File: src/rtl/itte_pkg.sv
`default_nettype none
package itte_pkg;

    localparam int YEAR_LIMIT    = 99999;
    localparam int YEAR_HARD_MAX = 262143;
    localparam int MAG_MAX       = 524287;
    localparam int QUEUE_DEPTH   = 2;

    localparam logic [7:0] CHAR_MINUS = 8'h2D;
    localparam logic [7:0] CHAR_PLUS  = 8'h2B;
    localparam logic [7:0] CHAR_T     = 8'h54;
    localparam logic [7:0] CHAR_COLON = 8'h3A;
    localparam logic [7:0] CHAR_DOT   = 8'h2E;
    localparam logic [7:0] CHAR_ZERO  = 8'h30;
    localparam logic [7:0] CHAR_NINE  = 8'h39;
    localparam logic [7:0] CHAR_SPACE = 8'h20;
    localparam logic [7:0] CHAR_TAB   = 8'h09;
    localparam logic [7:0] CHAR_CR    = 8'h0D;

    localparam logic signed [71:0] OUT_MAX = 72'sd4503599627370495;

    typedef struct packed {
        logic                valid_pre;
        logic signed [19:0]  year;
        logic signed [19:0]  month;
        logic signed [19:0]  day;
        logic signed [19:0]  hour;
        logic signed [19:0]  minute;
        logic signed [19:0]  second;
        logic [19:0]         frac;
    } rec_t;

    function automatic logic [7:0] sep_char(input logic [2:0] pos);
        logic [7:0] c;
        unique case (pos)
            3'd0, 3'd1: c = CHAR_MINUS;
            3'd2:       c = CHAR_T;
            default:    c = CHAR_COLON;
        endcase
        return c;
    endfunction

    function automatic logic [16:0] frac_weight(input logic [2:0] idx);
        logic [16:0] w;
        unique case (idx)
            3'd0:    w = 17'd100000;
            3'd1:    w = 17'd10000;
            3'd2:    w = 17'd1000;
            3'd3:    w = 17'd100;
            3'd4:    w = 17'd10;
            default: w = 17'd1;
        endcase
        return w;
    endfunction

    // day of year of the first of each month, March based
    function automatic logic [8:0] month_base(input logic [3:0] mp);
        logic [8:0] d;
        unique case (mp)
            4'd0:    d = 9'd0;
            4'd1:    d = 9'd31;
            4'd2:    d = 9'd61;
            4'd3:    d = 9'd92;
            4'd4:    d = 9'd122;
            4'd5:    d = 9'd153;
            4'd6:    d = 9'd184;
            4'd7:    d = 9'd214;
            4'd8:    d = 9'd245;
            4'd9:    d = 9'd275;
            4'd10:   d = 9'd306;
            default: d = 9'd337;
        endcase
        return d;
    endfunction

endpackage
`default_nettype wire

File: src/rtl/itte_if.sv
`default_nettype none
interface itte_in_if;
    logic       valid;
    logic       ready;
    logic [7:0] text_byte;
    logic       last_byte;
    modport source (output valid, text_byte, last_byte, input ready);
    modport sink (input valid, text_byte, last_byte, output ready);
endinterface

interface itte_out_if;
    logic               valid;
    logic               ready;
    logic               valid_res;
    logic signed [52:0] epoch_micros;
    modport source (output valid, valid_res, epoch_micros, input ready);
    modport sink (input valid, valid_res, epoch_micros, output ready);
endinterface
`default_nettype wire

File: src/rtl/itte_front.sv
`default_nettype none
module itte_front (
    input  wire logic          clk,
    input  wire logic          rst_n,
    itte_in_if.sink            text_in,
    input  wire logic          q_full,
    output logic               rec_push,
    output itte_pkg::rec_t     rec_data
);
    import itte_pkg::*;

    logic [2:0]         fp_reg, fp_next;
    logic               ds_reg, ds_next;
    logic               sn_reg, sn_next;
    logic               ss_reg, ss_next;
    logic [18:0]        acc_reg, acc_next;
    logic signed [19:0] fv_reg [6];
    logic signed [19:0] fv_next [6];
    logic               mf_reg, mf_next;
    logic               se_reg, se_next;
    logic               dot_reg, dot_next;
    logic               fo_reg, fo_next;
    logic [19:0]        facc_reg, facc_next;
    logic [2:0]         fcnt_reg, fcnt_next;

    logic [7:0]         b;
    logic               is_digit, is_blank, accept, fin_commit;
    logic [3:0]         dv;
    logic [22:0]        acc10;
    logic signed [19:0] cur_val, fin_val;

    assign b        = text_in.text_byte;
    assign is_digit = (b >= CHAR_ZERO) && (b <= CHAR_NINE);
    assign dv       = is_digit ? 4'(b - CHAR_ZERO) : 4'd0;
    assign is_blank = (b == CHAR_SPACE) || ((b >= CHAR_TAB) && (b <= CHAR_CR));
    assign acc10    = {1'b0, acc_reg, 3'b0} + {3'b0, acc_reg, 1'b0} + {19'd0, dv};
    assign cur_val  = sn_reg ? -$signed({1'b0, acc_reg}) : $signed({1'b0, acc_reg});
    assign accept   = text_in.valid && text_in.ready;
    assign text_in.ready = !q_full;

    always_comb
    begin
        fp_next   = fp_reg;
        ds_next   = ds_reg;
        sn_next   = sn_reg;
        ss_next   = ss_reg;
        acc_next  = acc_reg;
        fv_next   = fv_reg;
        mf_next   = mf_reg;
        se_next   = se_reg;
        dot_next  = dot_reg;
        fo_next   = fo_reg;
        facc_next = facc_reg;
        fcnt_next = fcnt_reg;
        if (!mf_reg && !se_reg && (fp_reg < 3'd6))
        begin
            if (ds_reg)
            begin
                if (is_digit)
                begin
                    acc_next = (acc10 > 23'(MAG_MAX)) ? 19'(MAG_MAX) : acc10[18:0];
                end
                else if ((fp_reg == 3'd5) || (b == sep_char(fp_reg)))
                begin
                    fv_next[fp_reg] = cur_val;
                    fp_next  = fp_reg + 3'd1;
                    ds_next  = 1'b0;
                    sn_next  = 1'b0;
                    ss_next  = 1'b0;
                    acc_next = '0;
                end
                else
                begin
                    mf_next = 1'b1;
                end
            end
            else if (!ss_reg && is_blank)
            begin
                ss_next = ss_reg;
            end
            else if (!ss_reg && ((b == CHAR_PLUS) || (b == CHAR_MINUS)))
            begin
                ss_next = 1'b1;
                sn_next = (b == CHAR_MINUS);
            end
            else if (is_digit)
            begin
                ds_next  = 1'b1;
                acc_next = {15'd0, dv};
            end
            else
            begin
                mf_next = 1'b1;
            end
        end
        if (b == 8'd0)
        begin
            se_next = 1'b1;
        end
        if (fo_reg)
        begin
            if (is_digit)
            begin
                if (fcnt_reg < 3'd6)
                begin
                    facc_next = facc_reg + 20'(dv) * 20'(frac_weight(fcnt_reg));
                    fcnt_next = fcnt_reg + 3'd1;
                end
            end
            else
            begin
                fo_next = 1'b0;
            end
        end
        else if (!dot_reg && (b == CHAR_DOT))
        begin
            dot_next = 1'b1;
            fo_next  = 1'b1;
        end
    end

    assign fin_commit = !mf_next && (fp_next == 3'd5) && ds_next;
    assign fin_val    = sn_next ? -$signed({1'b0, acc_next}) : $signed({1'b0, acc_next});

    always_comb
    begin
        rec_push           = accept && text_in.last_byte;
        rec_data.valid_pre = !mf_next && ((fp_next == 3'd6) || fin_commit);
        rec_data.year      = fv_next[0];
        rec_data.month     = fv_next[1];
        rec_data.day       = fv_next[2];
        rec_data.hour      = fv_next[3];
        rec_data.minute    = fv_next[4];
        rec_data.second    = fin_commit ? fin_val : fv_next[5];
        rec_data.frac      = facc_next;
    end

    always_ff @(posedge clk or negedge rst_n)
    begin
        if (!rst_n)
        begin
            fp_reg   <= '0;
            ds_reg   <= 1'b0;
            sn_reg   <= 1'b0;
            ss_reg   <= 1'b0;
            acc_reg  <= '0;
            mf_reg   <= 1'b0;
            se_reg   <= 1'b0;
            dot_reg  <= 1'b0;
            fo_reg   <= 1'b0;
            facc_reg <= '0;
            fcnt_reg <= '0;
        end
        else if (accept)
        begin
            if (text_in.last_byte)
            begin
                fp_reg   <= '0;
                ds_reg   <= 1'b0;
                sn_reg   <= 1'b0;
                ss_reg   <= 1'b0;
                acc_reg  <= '0;
                mf_reg   <= 1'b0;
                se_reg   <= 1'b0;
                dot_reg  <= 1'b0;
                fo_reg   <= 1'b0;
                facc_reg <= '0;
                fcnt_reg <= '0;
            end
            else
            begin
                fp_reg   <= fp_next;
                ds_reg   <= ds_next;
                sn_reg   <= sn_next;
                ss_reg   <= ss_next;
                acc_reg  <= acc_next;
                mf_reg   <= mf_next;
                se_reg   <= se_next;
                dot_reg  <= dot_next;
                fo_reg   <= fo_next;
                facc_reg <= facc_next;
                fcnt_reg <= fcnt_next;
            end
        end
    end

    always_ff @(posedge clk)
    begin
        if (accept && !text_in.last_byte)
        begin
            fv_reg <= fv_next;
        end
    end

endmodule
`default_nettype wire

File: src/rtl/itte_queue.sv
`default_nettype none
module itte_queue (
    input  wire logic           clk,
    input  wire logic           rst_n,
    input  wire logic           push,
    input  wire itte_pkg::rec_t push_data,
    output logic                full,
    input  wire logic           pop,
    output logic                empty,
    output itte_pkg::rec_t      pop_data
);
    import itte_pkg::*;

    localparam int PW = $clog2(QUEUE_DEPTH);

    rec_t          mem_reg [QUEUE_DEPTH];
    logic [PW-1:0] wr_reg, rd_reg;
    logic [PW:0]   cnt_reg;

    assign full     = (cnt_reg == (PW+1)'(QUEUE_DEPTH));
    assign empty    = (cnt_reg == '0);
    assign pop_data = mem_reg[rd_reg];

    always_ff @(posedge clk or negedge rst_n)
    begin
        if (!rst_n)
        begin
            wr_reg  <= '0;
            rd_reg  <= '0;
            cnt_reg <= '0;
        end
        else
        begin
            if (push && !full)
            begin
                wr_reg <= (wr_reg == PW'(QUEUE_DEPTH - 1)) ? '0 : wr_reg + 1'b1;
            end
            if (pop && !empty)
            begin
                rd_reg <= (rd_reg == PW'(QUEUE_DEPTH - 1)) ? '0 : rd_reg + 1'b1;
            end
            cnt_reg <= cnt_reg + (PW+1)'(push && !full) - (PW+1)'(pop && !empty);
        end
    end

    always_ff @(posedge clk)
    begin
        if (push && !full)
        begin
            mem_reg[wr_reg] <= push_data;
        end
    end

endmodule
`default_nettype wire

File: src/rtl/itte_back.sv
`default_nettype none
module itte_back (
    input  wire logic           clk,
    input  wire logic           rst_n,
    input  wire logic           q_empty,
    input  wire itte_pkg::rec_t q_data,
    output logic                q_pop,
    itte_out_if.source          result_out
);
    import itte_pkg::*;

    typedef enum logic [3:0] {
        B_IDLE, B_ERA, B_YOE, B_DOE, B_DAYS, B_SECS, B_MLO, B_MHI, B_SUM
    } bstate_t;

    bstate_t            state_reg;
    logic               ok_reg;
    logic               neg_reg;
    logic signed [20:0] yp_reg;
    logic [18:0]        a_reg;
    logic [9:0]         doy_reg;
    logic [4:0]         hour_reg;
    logic [5:0]         min_reg, sec_reg;
    logic [19:0]        frac_reg;
    logic signed [10:0] era_reg;
    logic [8:0]         yoe_reg;
    logic [17:0]        doe_reg;
    logic signed [29:0] days_reg;
    logic signed [47:0] secs_reg;
    logic [42:0]        plo_reg;
    logic signed [44:0] phi_reg;
    logic               out_valid_reg, out_res_reg;
    logic signed [52:0] out_val_reg;

    logic               rng_ok, out_free;
    logic signed [20:0] yp_c, ymag;
    logic [3:0]         mp_c;
    logic [37:0]        qprod;
    logic [9:0]         q_c;
    logic signed [20:0] yoe_full;
    logic [15:0]        yoe41;
    logic signed [71:0] sum_c;

    assign ymag   = q_data.year < 0 ? -21'(q_data.year) : 21'(q_data.year);
    assign rng_ok = q_data.valid_pre
        && (q_data.month >= 20'sd1) && (q_data.month <= 20'sd12)
        && (q_data.day >= 20'sd1) && (q_data.day <= 20'sd31)
        && (q_data.hour >= 20'sd0) && (q_data.hour <= 20'sd23)
        && (q_data.minute >= 20'sd0) && (q_data.minute <= 20'sd59)
        && (q_data.second >= 20'sd0) && (q_data.second <= 20'sd60)
        && (ymag <= 21'(YEAR_LIMIT)) && (ymag <= 21'(YEAR_HARD_MAX));
    assign yp_c  = (q_data.month <= 20'sd2) ? 21'(q_data.year) - 21'sd1 : 21'(q_data.year);
    assign mp_c  = (q_data.month > 20'sd2) ? 4'(q_data.month - 20'sd3)
                                           : 4'(q_data.month + 20'sd9);
    assign qprod    = 38'(a_reg) * 38'd335545;
    assign q_c      = qprod[36:27];
    assign yoe_full = yp_reg - 21'(era_reg) * 21'sd400;
    assign yoe41    = 16'(yoe_reg) * 16'd41;
    assign sum_c    = (72'(phi_reg) <<< 23) + 72'(plo_reg) + 72'(frac_reg);
    assign out_free = !out_valid_reg || result_out.ready;
    assign q_pop    = (state_reg == B_IDLE) && !q_empty;

    assign result_out.valid        = out_valid_reg;
    assign result_out.valid_res    = out_res_reg;
    assign result_out.epoch_micros = out_val_reg;

    always_ff @(posedge clk or negedge rst_n)
    begin
        if (!rst_n)
        begin
            state_reg     <= B_IDLE;
            out_valid_reg <= 1'b0;
            out_res_reg   <= 1'b0;
            out_val_reg   <= '0;
        end
        else
        begin
            if (result_out.ready && (state_reg != B_SUM))
            begin
                out_valid_reg <= 1'b0;
            end
            unique case (state_reg)
                B_IDLE:
                begin
                    if (!q_empty)
                    begin
                        ok_reg   <= rng_ok;
                        yp_reg   <= yp_c;
                        neg_reg  <= yp_c < 0;
                        a_reg    <= yp_c < 0 ? 19'(21'sd399 - yp_c) : 19'(yp_c);
                        doy_reg  <= 10'(month_base(mp_c)) + 10'(q_data.day[4:0]) - 10'd1;
                        hour_reg <= q_data.hour[4:0];
                        min_reg  <= q_data.minute[5:0];
                        sec_reg  <= q_data.second[5:0];
                        frac_reg <= q_data.frac;
                        state_reg <= B_ERA;
                    end
                end
                B_ERA:
                begin
                    era_reg   <= neg_reg ? -$signed({1'b0, q_c}) : $signed({1'b0, q_c});
                    state_reg <= B_YOE;
                end
                B_YOE:
                begin
                    yoe_reg   <= yoe_full[8:0];
                    state_reg <= B_DOE;
                end
                B_DOE:
                begin
                    doe_reg <= 18'(yoe_reg) * 18'd365 + 18'(yoe_reg[8:2])
                             - 18'(yoe41[15:12]) + 18'(doy_reg);
                    state_reg <= B_DAYS;
                end
                B_DAYS:
                begin
                    days_reg  <= 30'(era_reg) * 30'sd146097 + $signed({12'd0, doe_reg})
                               - 30'sd719468;
                    state_reg <= B_SECS;
                end
                B_SECS:
                begin
                    secs_reg <= 48'(days_reg) * 48'sd86400
                              + $signed(48'(hour_reg) * 48'd3600)
                              + $signed(48'(min_reg) * 48'd60) + $signed(48'(sec_reg));
                    state_reg <= B_MLO;
                end
                B_MLO:
                begin
                    plo_reg   <= 43'(secs_reg[22:0]) * 43'd1000000;
                    state_reg <= B_MHI;
                end
                B_MHI:
                begin
                    phi_reg   <= 45'($signed(secs_reg[47:23])) * 45'sd1000000;
                    state_reg <= B_SUM;
                end
                B_SUM:
                begin
                    if (out_free)
                    begin
                        if (!ok_reg)
                        begin
                            out_val_reg <= '0;
                        end
                        else if (sum_c > OUT_MAX)
                        begin
                            out_val_reg <= 53'(OUT_MAX);
                        end
                        else if (sum_c < -OUT_MAX)
                        begin
                            out_val_reg <= 53'(-OUT_MAX);
                        end
                        else
                        begin
                            out_val_reg <= sum_c[52:0];
                        end
                        out_res_reg   <= ok_reg;
                        out_valid_reg <= 1'b1;
                        state_reg     <= B_IDLE;
                    end
                end
                default:
                begin
                    state_reg <= B_IDLE;
                end
            endcase
        end
    end

endmodule
`default_nettype wire

File: src/rtl/iso_timestamp_to_epoch_micros.sv
// Parses ISO 8601 style timestamp text (year-month-dayThour:minute:second with an
// optional fraction after the first '.') one byte per cycle and returns, per record,
// a valid flag and signed microseconds since 1970. Bytes stream in at one per cycle;
// the record marked by last_byte goes through a two-entry queue to a calendar unit
// that steps through ERA, YOE, DOE, DAYS, SECS, MLO, MHI and SUM for each record and
// then holds its result until the previous one has been taken; it pops the next record
// only from IDLE. The byte side stalls only when the queue is full.
`default_nettype none
module iso_timestamp_to_epoch_micros (
    input  wire logic  clk,
    input  wire logic  rst_n,
    itte_in_if.sink    text_in,
    itte_out_if.source result_out
);
    import itte_pkg::*;

    logic rec_push, q_full, q_empty, q_pop;
    rec_t rec_data, q_data;

    itte_front u_front (
        .clk      (clk),
        .rst_n    (rst_n),
        .text_in  (text_in),
        .q_full   (q_full),
        .rec_push (rec_push),
        .rec_data (rec_data)
    );

    itte_queue u_queue (
        .clk       (clk),
        .rst_n     (rst_n),
        .push      (rec_push),
        .push_data (rec_data),
        .full      (q_full),
        .pop       (q_pop),
        .empty     (q_empty),
        .pop_data  (q_data)
    );

    itte_back u_back (
        .clk        (clk),
        .rst_n      (rst_n),
        .q_empty    (q_empty),
        .q_data     (q_data),
        .q_pop      (q_pop),
        .result_out (result_out)
    );

    a_no_overflow: assert property (@(posedge clk) disable iff (!rst_n)
        !(rec_push && q_full))
        else $error("queue overflow");

    a_invalid_zero: assert property (@(posedge clk) disable iff (!rst_n)
        (result_out.valid && !result_out.valid_res) |-> (result_out.epoch_micros == '0))
        else $error("invalid result not zero");

    a_clamped: assert property (@(posedge clk) disable iff (!rst_n)
        result_out.valid |-> (result_out.epoch_micros != {1'b1, 52'd0}))
        else $error("result outside clamp");

endmodule
`default_nettype wire
File: src/flat_wrapper.sv
// flat-port wrapper written by rule: the top's interface ports become plain ports
module iso_timestamp_to_epoch_micros_flat import itte_pkg::*;
  (clk, rst_n, text_in_valid, text_in_text_byte, text_in_last_byte, text_in_ready, result_out_valid, result_out_valid_res, result_out_epoch_micros, result_out_ready);
  itte_in_if text_in_i ();
  itte_out_if result_out_i ();
  input  wire logic clk;
  input  wire logic rst_n;
  input wire logic [$bits(text_in_i.valid)-1:0] text_in_valid;
  input wire logic [$bits(text_in_i.text_byte)-1:0] text_in_text_byte;
  input wire logic [$bits(text_in_i.last_byte)-1:0] text_in_last_byte;
  output wire logic [$bits(text_in_i.ready)-1:0] text_in_ready;
  output wire logic [$bits(result_out_i.valid)-1:0] result_out_valid;
  output wire logic [$bits(result_out_i.valid_res)-1:0] result_out_valid_res;
  output wire logic [$bits(result_out_i.epoch_micros)-1:0] result_out_epoch_micros;
  input wire logic [$bits(result_out_i.ready)-1:0] result_out_ready;
  assign text_in_i.valid = text_in_valid;
  assign text_in_i.text_byte = text_in_text_byte;
  assign text_in_i.last_byte = text_in_last_byte;
  assign text_in_ready = text_in_i.ready;
  assign result_out_valid = result_out_i.valid;
  assign result_out_valid_res = result_out_i.valid_res;
  assign result_out_epoch_micros = result_out_i.epoch_micros;
  assign result_out_i.ready = result_out_ready;
  iso_timestamp_to_epoch_micros u_core (.clk(clk), .rst_n(rst_n), .text_in(text_in_i), .result_out(result_out_i));
endmodule
File: config.mk
export PLATFORM = sky130hd
export DESIGN_NAME = iso_timestamp_to_epoch_micros_flat
export DESIGN_NICKNAME = d
export VERILOG_FILES = /design/src/rtl/itte_pkg.sv /design/src/rtl/itte_if.sv /design/src/rtl/itte_front.sv /design/src/rtl/itte_queue.sv /design/src/rtl/itte_back.sv /design/src/rtl/iso_timestamp_to_epoch_micros.sv /design/src/flat_wrapper.sv
export SDC_FILE = /design/constraint.sdc
export NUM_CORES = 2
export LEC_CHECK = 0
export ABC_AREA = 1
export ABC_CLOCK_PERIOD_IN_PS = 8600
export BUFFER_PORTS_ARGS = -buffer_cell sky130_fd_sc_hd__buf_2
export CAP_MARGIN = 25
export CORE_ASPECT_RATIO = 0.8
export CORE_MARGIN = 5
export CORE_UTILIZATION = 46
export CTS_BUF_LIST = sky130_fd_sc_hd__clkbuf_8
export CTS_CLUSTER_SIZE = 12
export DETAILED_ROUTE_END_ITERATION = 16
export PLACE_DENSITY = 0.58
export RECOVER_POWER = 25
export SETUP_SLACK_MARGIN = 0.2
export SLEW_MARGIN = 20
export SYNTH_ARGS = -nofsm -noshare
export SYNTH_HDL_FRONTEND = slang
export SYNTH_SLANG_ARGS = --single-unit
export TNS_END_PERCENT = 5
File: constraint.sdc
create_clock -name clk -period 8.6 [get_ports clk]
set_input_delay 0.86 -clock clk [delete_from_list [all_inputs] [get_ports clk]]
set_output_delay 0.86 -clock clk [all_outputs]
set_load 0.05 [all_outputs]
# Word-level counts from Yosys, hierarchy flattened
# Memory sizes are Yosys's and may differ from the RTL's.
# Cells that the tools add are included.
# totals
rom_bits	144
wordCells	314
output_inout_bits	56
reg_bits	504
mem_bits_rw	282
inputBits	13
n_memories	2
# op_classes
mux	99
bitwise_logic	2
n_reduce_logical	71
multipliers	11
n_lt_le_gt_ge	27
add_sub_neg	31
n_eq_ne	30
# mem_list
memory	words	word_bits	rd	rd_clocked_by_memory_dff	write_ports	line_no	source
u_core.u_queue.mem_reg	2	141	1	0	1	itte_queue.sv:16	rec_t mem_reg [QUEUE_DEPTH];
(name not given)	16	9	1	0	0	itte_pkg.sv:59	unique case (mp)
# op_table
operator	n
$mux 120	4
$mux 19	10
$mux 20	8
$mux 53	3
$bwmux 120	1
$pmux 17 s5	1
$add 69x21->70	1
$gt 70x53->1 const B	1
$lt 70x53->1 const B	1
$add 68x44->69	1
$demux 20 s3	1
$ge 20x1->1 const B	3
$mux 17	3
$add 48x13->48	1
$add 48x18->48	1
$add 48x7->48	1
$mux 1	45
$mux 21	2
$mul 30x11->41 const B	1
$ge 20x2->1 const B	2
$le 20x6->1 const B	2
$le 20x7->1 const B	2
$neg 19->20	2
$mul 25x15->39 const B	1
other kinds (83)	173

# Depth between registers and ports, before layout
# depth
depth_word	17
mapped_depth	40
depth_no_buf	40

# Modules after synthesis
# Synthesis repeated with hierarchy kept, for this count alone.
# unflattened
cells_unflattened	8503
area_unflattened_um2	76400.8
# by_module_without_submodules
mod	cells_each	seq_area_each_um2	area_each_um2	n_inst
itte_back	5983	9524.1	51720.9	1
itte_front	1749	4904.7	14163.6	1
itte_queue	771	8568.2	10516.3	1

# Worst setup path before layout
# No wires, ideal clock.
# synth_timing
path_type	input to register
start	in text_in_valid
end	mem u_core.u_queue.mem_reg[0][0] in the netlist's numbering, enable pin
setup_ns	0.643
t_arrival_ns	7.353
stages	5
n_path_buf	1
t_required_ns	7.957
setup_slack_ns	0.604
cell_sequence	nand2_1 -> clkbuf_1 -> nor2_1 -> inv_1 -> nor2_1
# synth_via
elab_chain_cells	5
# synth_lines
item	line_no	source
start: declaration	flat_wrapper.sv:8	input wire logic [$bits(text_in_i.valid)-1:0] text_in_valid;
$logic_and 1x1->1	itte_front.sv:38	assign accept = text_in.valid && text_in.ready;
$logic_and 1x1->1	itte_front.sv:127	rec_push = accept && text_in.last_byte;
$logic_and 1x1->1	itte_queue.sv:48	if (push && !full)
$mux 1	itte_queue.sv:48	
$mux 1 (not written as such)	itte_queue.sv:50	mem_reg[wr_reg] <= push_data;
end: declaration	itte_queue.sv:16	
# Every way passes these cells.

# Worst setup path in the final report
# layout_timing
start	reg u_core.u_back.yoe_reg[2]
end	reg u_core.u_back.doe_reg[17] (data pin)
# layout_via
elab_chain_cells	4
elab_cells_between_ends	5
classes_between	add/sub: 3; mul: 2
# layout_lines
item	line_no	source
start: declaration	itte_back.sv:26	logic [8:0] yoe_reg;
start signal: assignment	itte_back.sv:106	yoe_reg <= yoe_full[8:0];
$mul 9x9->18	itte_back.sv:111	doe_reg <= 18'(yoe_reg) * 18'd365 + 18'(yoe_reg[8:2])
$add 18x7->18	itte_back.sv:111	
$sub 18x3->18 (*)	itte_back.sv:112	- 18'(yoe41[15:12]) + 18'(doy_reg);
$add 18x10->18 (*)	itte_back.sv:112	
end signal: assignment	itte_back.sv:111	
end: declaration	itte_back.sv:27	logic [17:0] doe_reg;
# Every way passes the cells marked *; elsewhere a longest branch is shown, timed or not.
# A chain may end at the register's enable or synchronous reset.

==> flow_metrics.env <==
export IMPL_yosys_area_share_simple_pct=15.22
export IMPL_coreArea_um2=159600
export IMPL_worst_path_max_delay_cell="fa_1"
export IMPL_grt_antenna_before_repair=3
export IMPL_final_common_cell="inv_1"
export IMPL_drc=0
export IMPL_cts_root_buffer="clkbuf_8"
export IMPL_synth_top_family_by_area="adder cells"
export IMPL_ios=69
export IMPL_cts_setup_buffers=0
export IMPL_multi_input_area_um2=44650
export IMPL_wl_per_cell_um=17.70
export IMPL_ant_nets=0
export IMPL_area_growth_pct=7.618
export IMPL_muxShareOfSynthArea_pct=0.8135
export IMPL_syn_num_nets=9651
export IMPL_seq_area_um2=23000
export IMPL_port_buffers=68
export IMPL_ys_warn_count=0
export IMPL_start_util_pct=46.34
export IMPL_netlist_instances=8008
export IMPL_drt_initial_drc_count=3431
export IMPL_critPathMostFrequentCell="nand2_1"
export IMPL_cp_top_family="adder cells"
export IMPL_largest_reg_flops=282
export IMPL_layout_nets=9802
export IMPL_end_kind="flip-flop"
export IMPL_final_setup_skew_ps=60.83
export IMPL_rows=131
export IMPL_routed_wl_mm=184.1
export IMPL_cts_buffers=136
export IMPL_period_share_pct=86.67
export IMPL_relSlewSlack_pct=-196.2
export IMPL_ctsResizeCount=0
export IMPL_grt_pass1_wl_mm=296.0
export IMPL_ys_ff_latch=785
export IMPL_path_clk_slew_ps=70
export IMPL_grt_pass1_vias=53020
export IMPL_critPathKind="reg -> reg"
export IMPL_cp_slowest_stage_delay_ps=610
export IMPL_hpwl_mm=148.6
export IMPL_stdcell_count=10400
export IMPL_die_h_um=368.7
export IMPL_synth_fa_ha_area_share_pct=33.77
export IMPL_ctsHoldBuffers=1
export IMPL_dr_total_vias=53110
export IMPL_fin_util_pct=49.87
export IMPL_cts_tree="done"
export IMPL_synth_compound_area_share_pct=6.608
export IMPL_async_flop_share_pct=14.65
export IMPL_rsz0062_at_grt="no"
export IMPL_cp_max_fo=9
export IMPL_outcome="finished, violations left"
export IMPL_worst_endpoint_required_ps=9200
export IMPL_fillCellCount=15020
export IMPL_clock_latency_ps=880
export IMPL_htree_levels=4
export IMPL_syn_area_um2=73980
export IMPL_place_gp_congestion=0.9051
export IMPL_clock_path_buffers=3
export IMPL_drt_pass1_iterations=6
export IMPL_ys_flop_type="edfxtp_1"
export IMPL_cts_sinks=785
export IMPL_path_buf_inv=5
export IMPL_worst_slew_pin_slew_ps=4442
export IMPL_finalSetupViolations=0
export IMPL_fin_crit_ps=7454
export IMPL_ys_types=69
export IMPL_grt_max_degree=123
export IMPL_die_w_um=458.4
export IMPL_fmax_mhz=134.2
export IMPL_startpoint_type="flip-flop"
export IMPL_violations="capacitance limit, slew limit"
export IMPL_hold_class="in -> reg"
export IMPL_synth_seq_area_share_pct=31.09
export IMPL_dp_cells=10150
export IMPL_grt_util_all_layers_pct=21.94
export IMPL_fin_setup_tns_ps=0
export IMPL_grt_ovfl_total=0
export IMPL_synth_avg_cell_area_um2=9.238
export IMPL_dieArea_um2=169000
export IMPL_viasPerCell=5.105
export IMPL_cp_data_arrival_time_ps=8060
export IMPL_synth_edf_count=670
export IMPL_hold_violations=0
export IMPL_drive_above_1_share_pct=5.053
export IMPL_final_cell_mix="inv_1 (1603), nand2_1 (1597), ha_1 (1019)"
export IMPL_cap_viol_max_count=13
export IMPL_synthXorXnorAreaFrac_pct=3.846
export IMPL_final_max_slew_viol_count=484
-- cells by family (layout without fill, tap and decap cells) --
logic type | Yosys count | count (layout)
buf+inv | 1667 | 1931
simple gates | 2686 | 2686
xor+xnor | 324 | 324
flops | 785 | 785
compound gates | 861 | 861
fa+ha+maj | 1630 | 1630
other cells | 0 | 3
mux | 55 | 55
-- worst reg2reg max path: cells and delay by family (launching register included) --
| kind | cells | cell delay, ps |
|---|---|---|
| xor+xnor | 1 | 130 |
| simple gates | 13 | 840 |
| buf+inv | 5 | 260 |
| compound gates | 10 | 1970 |
| fa+ha+maj | 9 | 3410 |
| flops | 1 | 590 |
-- metrics by stage --
stage               worst slack [ps]  instance area [um2]  hold WS (ps)
finish                          1146                79610         396.2
global route                   526.6                79610         369.6
CTS                             1079                79700         302.6
detailed placement              1130                76890         421.1
global placement                1029                76870         411.5
floorplan                      603.6                73980         400.3
-- synthesized netlist by cell type (8+ instances only) --
master	count	share of area, %
nand2_1	1598	8.1
inv_1	1565	7.9
ha_1	1019	17
edfxtp_1	670	27
fa_1	611	17
nor2_1	512	2.6
a21oi_1	366	2.5
nand3_1	248	1.7
o21ai_0	234	1.6
xor2_1	221	2.6
dfrtp_1	115	3.9
xnor2_1	102	1.2
nand4_1	77	0.65
nor3_1	71	0.48
clkbuf_1	41	0.21
o21ai_1	35	0.24
nand3b_1	34	0.35
mux2_2	31	0.47
nand2_2	31	0.26
nor4_1	31	0.26
o21bai_1	31	0.31
a31oi_1	29	0.25
o22ai_1	29	0.25
buf_2	27	0.18
nor2_2	24	0.20
mux2i_1	23	0.31
a21boi_0	17	0.17
a21o_1	17	0.17
o211ai_1	17	0.17
or2_2	17	0.14
o31ai_1	13	0.13
a22o_1	11	0.13
buf_6	9	0.14
nand3_2	9	0.12
o21a_1	9	0.091
buf_1	8	0.041
o21ai_2	8	0.095
o221ai_1	8	0.095
-- routing by layer --
metal	routed length (um)	GRT usage (%)	part of all wire, %	vias to the layer above
met5	0	0	0	-
met4	2609	3.920	1.4	0
met3	8381	2.921	4.6	178
met2	82730	35.00	45	1016
met1	90410	32.39	49	25630
li1	-	-	-	26290
-- worst paths after layout --
| check | start | slack [ps] | endpoint | cells after the start |
|---|---|---|---|---|
| worst max-delay path | u_core.u_back.yoe_reg[2]$_DFFE_PP_ | 1150 | u_core.u_back.doe_reg[17]$_DFFE_PP_ | 38 |
| worst min-delay path | result_out_ready | 400 | u_core.u_back.result_out.valid$_DFF_PN0_ | 4 |
| worst max register to register | u_core.u_back.yoe_reg[2]$_DFFE_PP_ | 1150 | u_core.u_back.doe_reg[17]$_DFFE_PP_ | 38 |
| worst min register to register | u_core.u_back.sec_reg[1]$_DFFE_PP_ | 440 | u_core.u_back.secs_reg[1]$_DFFE_PP_ | 0 |
| max in group asynchronous | rst_n | 3180 | u_core.u_back.result_out.epoch_micros[36]$_DFFE_PN0P_ | 4 |
| min in group asynchronous | rst_n | 1200 | u_core.u_front.acc_reg[18]$_DFFE_PN0P_ | 2 |
-- cell type report --
type,instances,share of cell area (%)
well taps,2128,3.344
repair buffers,104,0.7151
flip-flops and latches,785,28.89
multi-input cells,5556,56.08
clock buffers,139,2.403
inverters,1576,7.431
clock inverters,112,1.124
diodes,3,0.009430
Power is not shown: default switching activity piles up to over one toggle a cycle in this logic, so the estimate is an artifact.
